**config.mk**
```make
export PLATFORM = sky130hd
export DESIGN_NAME = loss_tolerant_stop_and_wait_sender
export DESIGN_NICKNAME = d
export VERILOG_FILES = /design/src/design/lts_pkg.sv /design/src/design/lts_window.sv /design/src/design/lts_ctrl.sv /design/src/design/loss_tolerant_stop_and_wait_sender.sv
export SDC_FILE = /design/constraint.sdc
export NUM_CORES = 1
export LEC_CHECK = 0
export ABC_AREA = 1
export CORE_MARGIN = 2
export CORE_UTILIZATION = 45
export DETAILED_ROUTE_END_ITERATION = 10
export DONT_BUFFER_PORTS = 1
export GPL_TIMING_DRIVEN = 1
export MAX_ROUTING_LAYER = met4
export SKIP_LAST_GASP = 1
export SYNTH_ARGS = -nofsm -noshare
export SYNTH_HDL_FRONTEND = slang
export SYNTH_HIERARCHICAL = 1
export SYNTH_SLANG_ARGS = --single-unit
```
**constraint.sdc**
```tcl
create_clock -name clk -period 12.39 [get_ports clk]
set_input_delay 0.6195 -clock clk [delete_from_list [all_inputs] [get_ports clk]]
set_output_delay 0.6195 -clock clk [all_outputs]
set_load 0.01 [all_outputs]
```
**src/design/lts_pkg.sv**
```systemverilog
// Package for the loss-tolerant stop-and-wait sender.
// Holds window sizing, event and action codes, and shared structs; no dependencies.
package lts_pkg;

  localparam int WINDOW     = 10;   // outcome ring depth, 2..64
  localparam int SLOT_W     = $clog2(WINDOW);
  localparam int CNT_W      = $clog2(WINDOW + 1);
  localparam int LOSS_SCALE = 100;  // percent scale of the loss test
  localparam int PROD_W     = $clog2(128 * WINDOW);

  localparam int THR_W = 7;
  localparam int MAX_W = 8;
  localparam int LEN_W = 16;
  localparam int LOST_W = 4;

  localparam logic [THR_W-1:0] THR_RESET = 7'd10;
  localparam logic [MAX_W-1:0] MAX_RESET = 8'd100;

  // configuration register indexes
  localparam logic REG_THRESHOLD = 1'b0;
  localparam logic REG_MAX_SENDS = 1'b1;

  typedef enum logic [1:0] {
    EV_SEND    = 2'd0,
    EV_ACK     = 2'd1,
    EV_TIMEOUT = 2'd2
  } kind_t;

  typedef enum logic [2:0] {
    ACT_IGNORED  = 3'd0,
    ACT_TRANSMIT = 3'd1,
    ACT_ACKED    = 3'd2,
    ACT_LOSS_OK  = 3'd3,
    ACT_LIMIT    = 3'd4,
    ACT_BAD      = 3'd5
  } action_t;

  // ring update request from control to the outcome window
  typedef struct packed {
    logic wr_en;
    logic wr_val;   // 1 success, 0 loss
    logic adv;
  } win_cmd_t;

  typedef struct packed {
    logic [2:0]       action;
    logic             seq_bit;
    logic [LEN_W-1:0] length;
    logic [LOST_W-1:0] lost_count;
  } result_t;

endpackage

```
**src/design/lts_window.sv**
```systemverilog
// Outcome ring of the sender: one success/loss bit per slot and the slot pointer.
// Counts losses with the current slot taken as lost. Uses lts_pkg.
module lts_window import lts_pkg::*; (
  input  logic             clk,
  input  logic             rst_n,
  input  win_cmd_t         cmd,
  output logic [CNT_W-1:0] losses
);

  logic [WINDOW-1:0] win_r, win_nxt;
  logic [SLOT_W-1:0] slot_r, slot_nxt;
  logic [WINDOW-1:0] loss_mask;

  // popcount of lost slots, current slot counted as lost
  always_comb begin
    losses = '0;
    for (int i = 0; i < WINDOW; i++) begin
      loss_mask[i] = ~win_r[i] | (slot_r == SLOT_W'(i));
      losses = losses + CNT_W'(loss_mask[i]);
    end
  end

  always_comb begin
    win_nxt  = win_r;
    slot_nxt = slot_r;
    if (cmd.wr_en) begin
      win_nxt[slot_r] = cmd.wr_val;
    end
    if (cmd.adv) begin
      slot_nxt = (slot_r == SLOT_W'(WINDOW - 1)) ? '0 : slot_r + 1'b1;
    end
  end

  always_ff @(posedge clk) begin
    if (!rst_n) begin
      win_r  <= '1;
      slot_r <= '0;
    end else begin
      win_r  <= win_nxt;
      slot_r <= slot_nxt;
    end
  end

endmodule

```
**src/design/lts_ctrl.sv**
```systemverilog
// Protocol control of the sender: waiting flag, sequence bit, send counter,
// held length and configuration registers; decides each event's result. Uses lts_pkg.
module lts_ctrl import lts_pkg::*; (
  input  logic             clk,
  input  logic             rst_n,
  input  logic             cfg_we,
  input  logic             cfg_addr,
  input  logic [MAX_W-1:0] cfg_wdata,
  input  logic             accept,
  input  logic [1:0]       kind,
  input  logic [LEN_W-1:0] msg_len,
  input  logic             ack_flag,
  input  logic             ack_number,
  input  logic [CNT_W-1:0] losses,
  output win_cmd_t         cmd,
  output result_t          res
);

  logic             waiting_r, waiting_nxt;
  logic             next_seq_r, next_seq_nxt;
  logic [MAX_W-1:0] send_cnt_r, send_cnt_nxt;
  logic [LEN_W-1:0] held_len_r, held_len_nxt;
  logic [THR_W-1:0] thr_r;
  logic [MAX_W-1:0] max_sends_r;

  logic [PROD_W-1:0] loss_prod, thr_prod;
  logic              loss_ok;
  logic [7:0]        losses_ext;
  logic [LOST_W-1:0] lost_sat;
  win_cmd_t          cmd_raw;

  assign loss_prod  = PROD_W'(losses) * PROD_W'(LOSS_SCALE);
  assign thr_prod   = PROD_W'(thr_r) * PROD_W'(WINDOW);
  assign loss_ok    = (loss_prod <= thr_prod);
  assign losses_ext = 8'(losses);
  assign lost_sat   = (losses_ext > 8'd15) ? 4'd15 : losses_ext[LOST_W-1:0];

  always_comb begin
    waiting_nxt  = waiting_r;
    next_seq_nxt = next_seq_r;
    send_cnt_nxt = send_cnt_r;
    held_len_nxt = held_len_r;
    cmd_raw      = '0;
    res          = '0;
    res.action   = ACT_BAD;
    priority if (kind == EV_SEND && !waiting_r) begin
      res.action   = ACT_TRANSMIT;
      res.seq_bit  = next_seq_r;
      res.length   = msg_len;
      held_len_nxt = msg_len;
      next_seq_nxt = ~next_seq_r;
      send_cnt_nxt = MAX_W'(1);
      waiting_nxt  = 1'b1;
    end else if (kind == EV_ACK && waiting_r) begin
      if (ack_flag && (ack_number == next_seq_r)) begin
        res.action     = ACT_ACKED;
        cmd_raw.wr_en  = 1'b1;
        cmd_raw.wr_val = 1'b1;
        cmd_raw.adv    = 1'b1;
        waiting_nxt    = 1'b0;
      end else begin
        res.action = ACT_IGNORED;
      end
    end else if (kind == EV_TIMEOUT && waiting_r) begin
      cmd_raw.wr_en  = 1'b1;
      cmd_raw.wr_val = 1'b0;
      res.lost_count = lost_sat;
      if (loss_ok) begin
        res.action   = ACT_LOSS_OK;
        next_seq_nxt = ~next_seq_r;
        cmd_raw.adv  = 1'b1;
        waiting_nxt  = 1'b0;
      end else if (send_cnt_r < max_sends_r) begin
        // retransmit with the bit of the first transmission
        res.action   = ACT_TRANSMIT;
        res.seq_bit  = ~next_seq_r;
        res.length   = held_len_r;
        send_cnt_nxt = send_cnt_r + 1'b1;
      end else begin
        res.action  = ACT_LIMIT;
        waiting_nxt = 1'b0;
      end
    end else begin
      res.action = ACT_BAD;
    end
  end

  assign cmd = accept ? cmd_raw : '0;

  always_ff @(posedge clk) begin
    if (!rst_n) begin
      waiting_r   <= 1'b0;
      next_seq_r  <= 1'b0;
      send_cnt_r  <= '0;
      held_len_r  <= '0;
      thr_r       <= THR_RESET;
      max_sends_r <= MAX_RESET;
    end else begin
      if (accept) begin
        waiting_r  <= waiting_nxt;
        next_seq_r <= next_seq_nxt;
        send_cnt_r <= send_cnt_nxt;
        held_len_r <= held_len_nxt;
      end
      if (cfg_we) begin
        unique case (cfg_addr)
          REG_THRESHOLD: thr_r       <= cfg_wdata[THR_W-1:0];
          REG_MAX_SENDS: max_sends_r <= cfg_wdata;
          default:       ;
        endcase
      end
    end
  end

endmodule

```
**src/design/loss_tolerant_stop_and_wait_sender.sv**
```systemverilog
// Stop-and-wait sender, alternating sequence bit, loss-tolerant retransmit policy.
// The result of an accepted input beat is registered and appears on out_* in the next cycle.
// Throughput: 1 beat per cycle; the output register accepts a new beat while its
// current one is being taken, so in_tready drops only when a result sits unread.
// Reset (rst_n low, synchronous): idle, sequence bit 0, ring all successes, slot 0,
// threshold 10 percent, max_sends 100, result register empty.
module loss_tolerant_stop_and_wait_sender import lts_pkg::*; (
  input  logic        clk,
  input  logic        rst_n,
  // configuration write port
  input  logic        cfg_we,
  input  logic        cfg_addr,
  input  logic [7:0]  cfg_wdata,
  // event stream
  input  logic        in_tvalid,
  output logic        in_tready,
  input  logic [23:0] in_tdata,   // [15:0] msg_len, [16] ack_flag, [17] ack_number, zero pad
  input  logic [1:0]  in_tuser,   // [1:0] kind
  // result stream
  output logic        out_tvalid,
  input  logic        out_tready,
  output logic [23:0] out_tdata,  // [0] seq_bit, [16:1] length, [20:17] lost_count, zero pad
  output logic [2:0]  out_tuser   // [2:0] action
);

  logic     accept;
  logic [CNT_W-1:0] losses;
  win_cmd_t cmd;
  result_t  res;

  logic     out_valid_r;
  result_t  out_res_r;

  // output register doubles as the skid stage: free when empty or being drained
  assign in_tready = !out_valid_r || out_tready;
  assign accept    = in_tvalid && in_tready;

  lts_ctrl u_ctrl (
    .clk        (clk),
    .rst_n      (rst_n),
    .cfg_we     (cfg_we),
    .cfg_addr   (cfg_addr),
    .cfg_wdata  (cfg_wdata),
    .accept     (accept),
    .kind       (in_tuser),
    .msg_len    (in_tdata[15:0]),
    .ack_flag   (in_tdata[16]),
    .ack_number (in_tdata[17]),
    .losses     (losses),
    .cmd        (cmd),
    .res        (res)
  );

  lts_window u_window (
    .clk    (clk),
    .rst_n  (rst_n),
    .cmd    (cmd),
    .losses (losses)
  );

  always_ff @(posedge clk) begin
    if (!rst_n) begin
      out_valid_r <= 1'b0;
    end else if (in_tready) begin
      out_valid_r <= in_tvalid;
    end
  end

  // payload, no reset needed
  always_ff @(posedge clk) begin
    if (accept) begin
      out_res_r <= res;
    end
  end

  assign out_tvalid = out_valid_r;
  assign out_tuser  = out_res_r.action;
  assign out_tdata  = {3'b000, out_res_r.lost_count, out_res_r.length, out_res_r.seq_bit};

endmodule

```
After elaboration in Yosys (flattened, before gate mapping)
Index checks and enable logic that the tools add are counted.
{"block": "totals", "output_inout_bits": 29, "wordCells": 128, "register_bits": 80}
{"block": "op_classes", "n_addsub": 11, "bitwise_logic": 23, "mul": 2, "reduce_logical": 22, "n_lt_le_gt_ge": 5, "eq_ne": 16, "mux": 36}
{"operator": "$mux W17", "n": 3}
{"operator": "$mux W21", "n": 2}
{"operator": "$mux W8", "n": 5}
{"operator": "$add A4 B1 Y4", "n": 8}
{"operator": "$mux W3", "n": 9}
{"operator": "$eq A4 B3 Y1 const B", "n": 4}
{"operator": "$not A1 Y1", "n": 13}
{"operator": "$mux W1", "n": 12}
{"operator": "$le A11 B11 Y1", "n": 1}
{"operator": "$bwmux W10", "n": 1}
{"operator": "$mul A7 B3 Y10 const B", "n": 1}
{"operator": "$or A1 B1 Y1", "n": 10}
{"operator": "$mul A4 B5 Y9 const B", "n": 1}
{"operator": "$add A8 B1 Y8 const B", "n": 1}
{"operator": "$eq A4 B2 Y1 const B", "n": 2}
{"operator": "$eq A4 B4 Y1 const B", "n": 2}
{"operator": "$lt A8 B8 Y1", "n": 1}
{"operator": "$mux W4", "n": 2}
{"operator": "$reduce_and A4 Y1", "n": 2}
{"operator": "$logic_and A1 B1 Y1", "n": 6}
{"operator": "$reduce_and A2 Y1", "n": 3}
{"operator": "$reduce_bool A2 Y1", "n": 3}
{"operator": "$lt A4 B5 Y1 const B", "n": 1}
{"operator": "$reduce_and A5 Y1", "n": 1}
{"operator": "20 further kinds", "n": 21}

Logic depth before layout (Yosys ltp)
{"block": "depth", "word_depth": 19, "ltp_mapped": 33, "depth_no_buf": 32}

By module
The synthesis kept the hierarchy.
{"mod": "lts_ctrl", "cells_each": 409, "area_each_um2": 2965.3, "seq_area_each_um2": 820.8, "n_inst": 1}
{"mod": "lts_window", "cells_each": 134, "area_each_um2": 974.7, "seq_area_each_um2": 280.3, "n_inst": 1}
{"mod": "loss_tolerant_stop_and_wait_sender", "cells_each": 35, "area_each_um2": 798.3, "seq_area_each_um2": 740.7, "n_inst": 1}

Worst setup path after synthesis
No wires, ideal clock.
{"block": "synth_timing", "kind": "reg-to-reg", "start": "register u_window.slot_r[3]", "end": "register u_window.slot_r[3]", "slack_ps": 6379, "period_less_slack_ps": 6011, "path_stages_with_launch": 33, "t_arrival_ps": 5899, "setup_ps": 112, "path_buffers": 1, "path_cell_list": "dfxtp_1 -> nor2_2 -> buf_6 -> nand2_1 -> nand2_1 -> fa_1 -> fa_1 -> inv_1 -> fa_1 -> inv_1 -> ha_1 -> inv_1 -> fa_1 -> xor2_1 -> inv_1 -> ha_1 -> inv_1 -> ha_1 -> ha_1 -> a31o_2 -> xor2_1 -> ha_1 -> nand2_2 -> inv_1 -> a21oi_2 -> nand3_2 -> nand2_4 -> o21ai_0 -> nor2_1 -> nand2_1 -> o21bai_1 -> nand3_1 -> nand2_1"}
{"element": "from (decl)", "line": "lts_window.sv:11", "text": "logic [SLOT_W-1:0] slot_r, slot_nxt;"}
{"element": "from (signal assigned)", "line": "lts_window.sv:40", "text": "slot_r <= slot_nxt;"}

==> metrics.md <==
| Metric | Value |
|---|---|
| Outcome | `finished, final reports clean` |
| Crit path max-delay cell type | `fa_1` |
| NetSw | `0.168 mW` |
| Critical path depth | `31` |
| PortBufs | `0` |
| Drt total wl | `9.55 mm` |
| Clk Latency, worst-skew pair | `0.36 ns` |
| Crit path buf inv count | `6` |
| Pre-antenna DRT Iters | `4` |
| Core box area | `0.0103 mm^2` |
| Most frequent cells in the layout | `nand2_1, inv_1, dfxtp_1` |
| Critical Path Source | `u_window/slot_r[3]` |
| Peak VDD IR | `45.9 uV` |
| Final Hold Viols | `0` |
| Clock buffer depth | `2` |
| Leak | `2.26 nW` |
| CTS tree | `yes` |
| HPWL after DPL | `6.81 mm` |
| CTS sink cnt | `80` |
| Yosys Warn Count | `6` |
| Top Family by Delay on Critical Path | `adder cells` |
| Final period utilization | `54.3%` |
| Worst reg2reg endpoint | `u_window/slot_r[3]` |
| Crit path max fanout | `12` |
| Pre-CTS WS | `5.69 ns` |
| HP Class | `primary input to flop` |
| Critical R2R Launch | `u_window/slot_r[3]` |
| Biggest cell delay along the critical path | `0.56 ns` |
| Worst-path clk slew | `0.09 ns` |
| GP Congestion | `0.878` |
| Asr flop ratio synth | `0%` |
| FF-to-FF setup slack | `5.66 ns` |
| Num CTS Buffers | `9` |
| Die Area | `0.0114 mm^2` |
| H-tree depth | `3` |
| Sw Ratio | `28.6%` |
| Combinational Power Share | `13.2%` |
| PostCTS Resize Cnt | `0` |
| Setup TNS | `0 ns` |
| Fmax achieved | `0.149 GHz` |
| Final-report max-slew violation count | `0` |
| Nets | `659` |
| DP Area | `0.00480 mm^2` |
| Post-CTS Setup Inserts | `0` |
| Root Driver | `clkbuf_8` |
| Slew @ Worst Pin | `1.27 ns` |
| Largest net degree at the start of global routing | `51` |
| Netlist cell types | `42` |
| Crit-path most repeated cell | `inv_1` |
| Internal power | `0.418 mW` |
| Vias | `3,611` |
| Register bit total from synthesis | `80` |
| Post-Syn Area | `0.00474 mm^2` |
| Die height | `107 um` |
| FP Rows | `37` |
| Commonest non-fill, non-tap cell in the layout | `nand2_1` |
| Starting Density | `46.1%` |
| Clk pwr share | `37.5%` |
| Worst r2r path cells | `31` |
| Max Clock Skew | `0.0137 ns` |
| Pwr dens | `117 mW/mm^2` |
| Drt wl/cell | `13.4 um` |
| Seq pwr share | `49.3%` |
| Mapped Cells | `578` |
| Die width | `107 um` |
| Register area share after synthesis | `38.9%` |
| Vias in the first global route | `3,452` |
| CP startpoint kind | `flop` |
| Post-route ant nets | `0` |
| Post-cts hold buffer count | `0` |
| RSZ-0062 raised after global routing | `no` |
| 1st-iter DRT viols | `214` |
| Routed vias/inst | `5.06` |
| Slew HR | `14.8%` |
| Critical Path End | `u_window/slot_r[3]` |
| Critical path type | `flop to flop` |
| Final Setup Violations | `0` |
| GRT Total Usage | `18.3%` |
| Share of cells above drive strength 1 | `11.8%` |
| Initial antenna violation count | `0` |
| Placed Cells | `698` |
| CP endpoint kind | `flop` |
| Global route total overflow | `0` |
| Final Non-Filler Cells | `714` |
| Post-Layout Inst Area | `0.00503 mm^2` |
| DRC | `0` |
| Max Cap Viol | `0` |
| Final min period | `6.73 ns` |
| First-pass GRT wire length | `16.1 mm` |
| Top_reg_cell synth | `dfxtp_1` |
| Required @ worst endpoint | `12.65 ns` |
| Syn_area_per_cell | `8.20 um^2` |
| Ant diodes | `0` |
| Post-synth EDFFs | `24` |
| P&R area growth vs syn | `6.18%` |
| IO Pins | `69` |
| Final setup margin | `5.66 ns` |
| Crit path DAT | `6.99 ns` |
==> sequential cells by signal, indices dropped and copies added (netlist names), 3 cells and up <==
| name | flops |
|---|---|
| out_tdata | 21 |
| u_ctrl/held_len_r | 16 |
| u_window/win_r | 10 |
| u_ctrl/max_sends_r | 8 |
| u_ctrl/send_cnt_r | 8 |
| u_ctrl/thr_r | 7 |
| u_window/slot_r | 4 |
| out_tuser | 3 |
==> how the worst min path moves through the flow <==
stage / from / endpoint / cells past startpoint
floorplan: u_window/win_r[5] / u_window/win_r[5] / 2
global placement: u_ctrl/held_len_r[5] / u_ctrl/held_len_r[5] / 2
detailed placement: u_ctrl/held_len_r[2] / u_ctrl/held_len_r[2] / 2
CTS: rst_n / u_window/win_r[3] / 1
global route: rst_n / u_window/win_r[3] / 1
finish: rst_n / u_window/win_r[3] / 1
==> kinds of logic (layout without fill, tap and decap cells) <==
| kind of cell | Yosys count | in the layout | share of synthesized area [%] |
|---|---|---|---|
| xor gates and xnor gates | 10 | 10 | 1.85 |
| DFF | 80 | 80 | 38.9 |
| buffers and inverters | 110 | 108 | 9.88 |
| adders and majority gates | 46 | 46 | 13.4 |
| and+or+nand+nor | 222 | 222 | 22.9 |
| AOI/OAI and AO/OA | 109 | 109 | 13.0 |
| other | 1 | 3 | 0.0791 |
==> area by class of cell <==
class / count / area, um^2
clock inverters: 6 / 78.8
multi-input cells: 390 / 2440
fillers: 999 / 5250
clock buffers: 10 / 149
inverters: 91 / 344
well taps: 136 / 170
flip-flops and latches: 80 / 1840
repair buffers: 1 / 7.51
==> power groups by stage <==
stage | Combinational [mW] | Sequential [mW] | Clock [mW]
after floorplan | 0.0666 | 0.294 | 0
after detailed placement | 0.0775 | 0.295 | 0
final | 0.0774 | 0.289 | 0.220
after global routing | 0.0893 | 0.291 | 0.238
after CTS | 0.0781 | 0.289 | 0.227
after global placement | 0.0752 | 0.295 | 0
==> synth_stat cells (7+ instances only) <==
| library cell | count | area (um^2) |
|---|---|---|
| inv_1 | 81 | 304 |
| clkbuf_1 | 7 | 26.3 |
| ha_1 | 38 | 475 |
| edfxtp_1 | 24 | 721 |
| a21oi_1 | 42 | 210 |
| fa_1 | 8 | 160 |
| nand2_1 | 102 | 383 |
| inv_2 | 9 | 33.8 |
| xor2_1 | 9 | 78.8 |
| o21ai_0 | 43 | 215 |
| nor2_1 | 48 | 180 |
| o21ai_2 | 11 | 96.3 |
| nand3_1 | 29 | 145 |
| dfxtp_1 | 56 | 1120 |
| nand4_1 | 13 | 81.3 |
==> stage by stage <==
step / utilization (%) / power (mW) / hold WS (ns)
6_report: 49.0 / 0.586 / 0.337
5_1_grt: 49.0 / 0.617 / 0.305
4_1_cts: 49.0 / 0.595 / 0.312
3_5_place_dp: 46.7 / 0.373 / 0.439
3_3_place_gp: 46.7 / 0.370 / 0.431
2_1_floorplan: - / 0.361 / 0.423
==> routing by layer <==
metal / global-route usage, % / vias to the layer above / wire length [um] / share of wire, %
met1: 22.8 / 1660 / 4440 / 46
met4: 7.42 / 0 / 171 / 1.8
met2: 28.7 / 64 / 4540 / 48
met5: - / - / 0 / 0
li1: - / 1875 / - / -
met3: 4.50 / 12 / 401 / 4.2
Power figures use the tool's default switching activity.
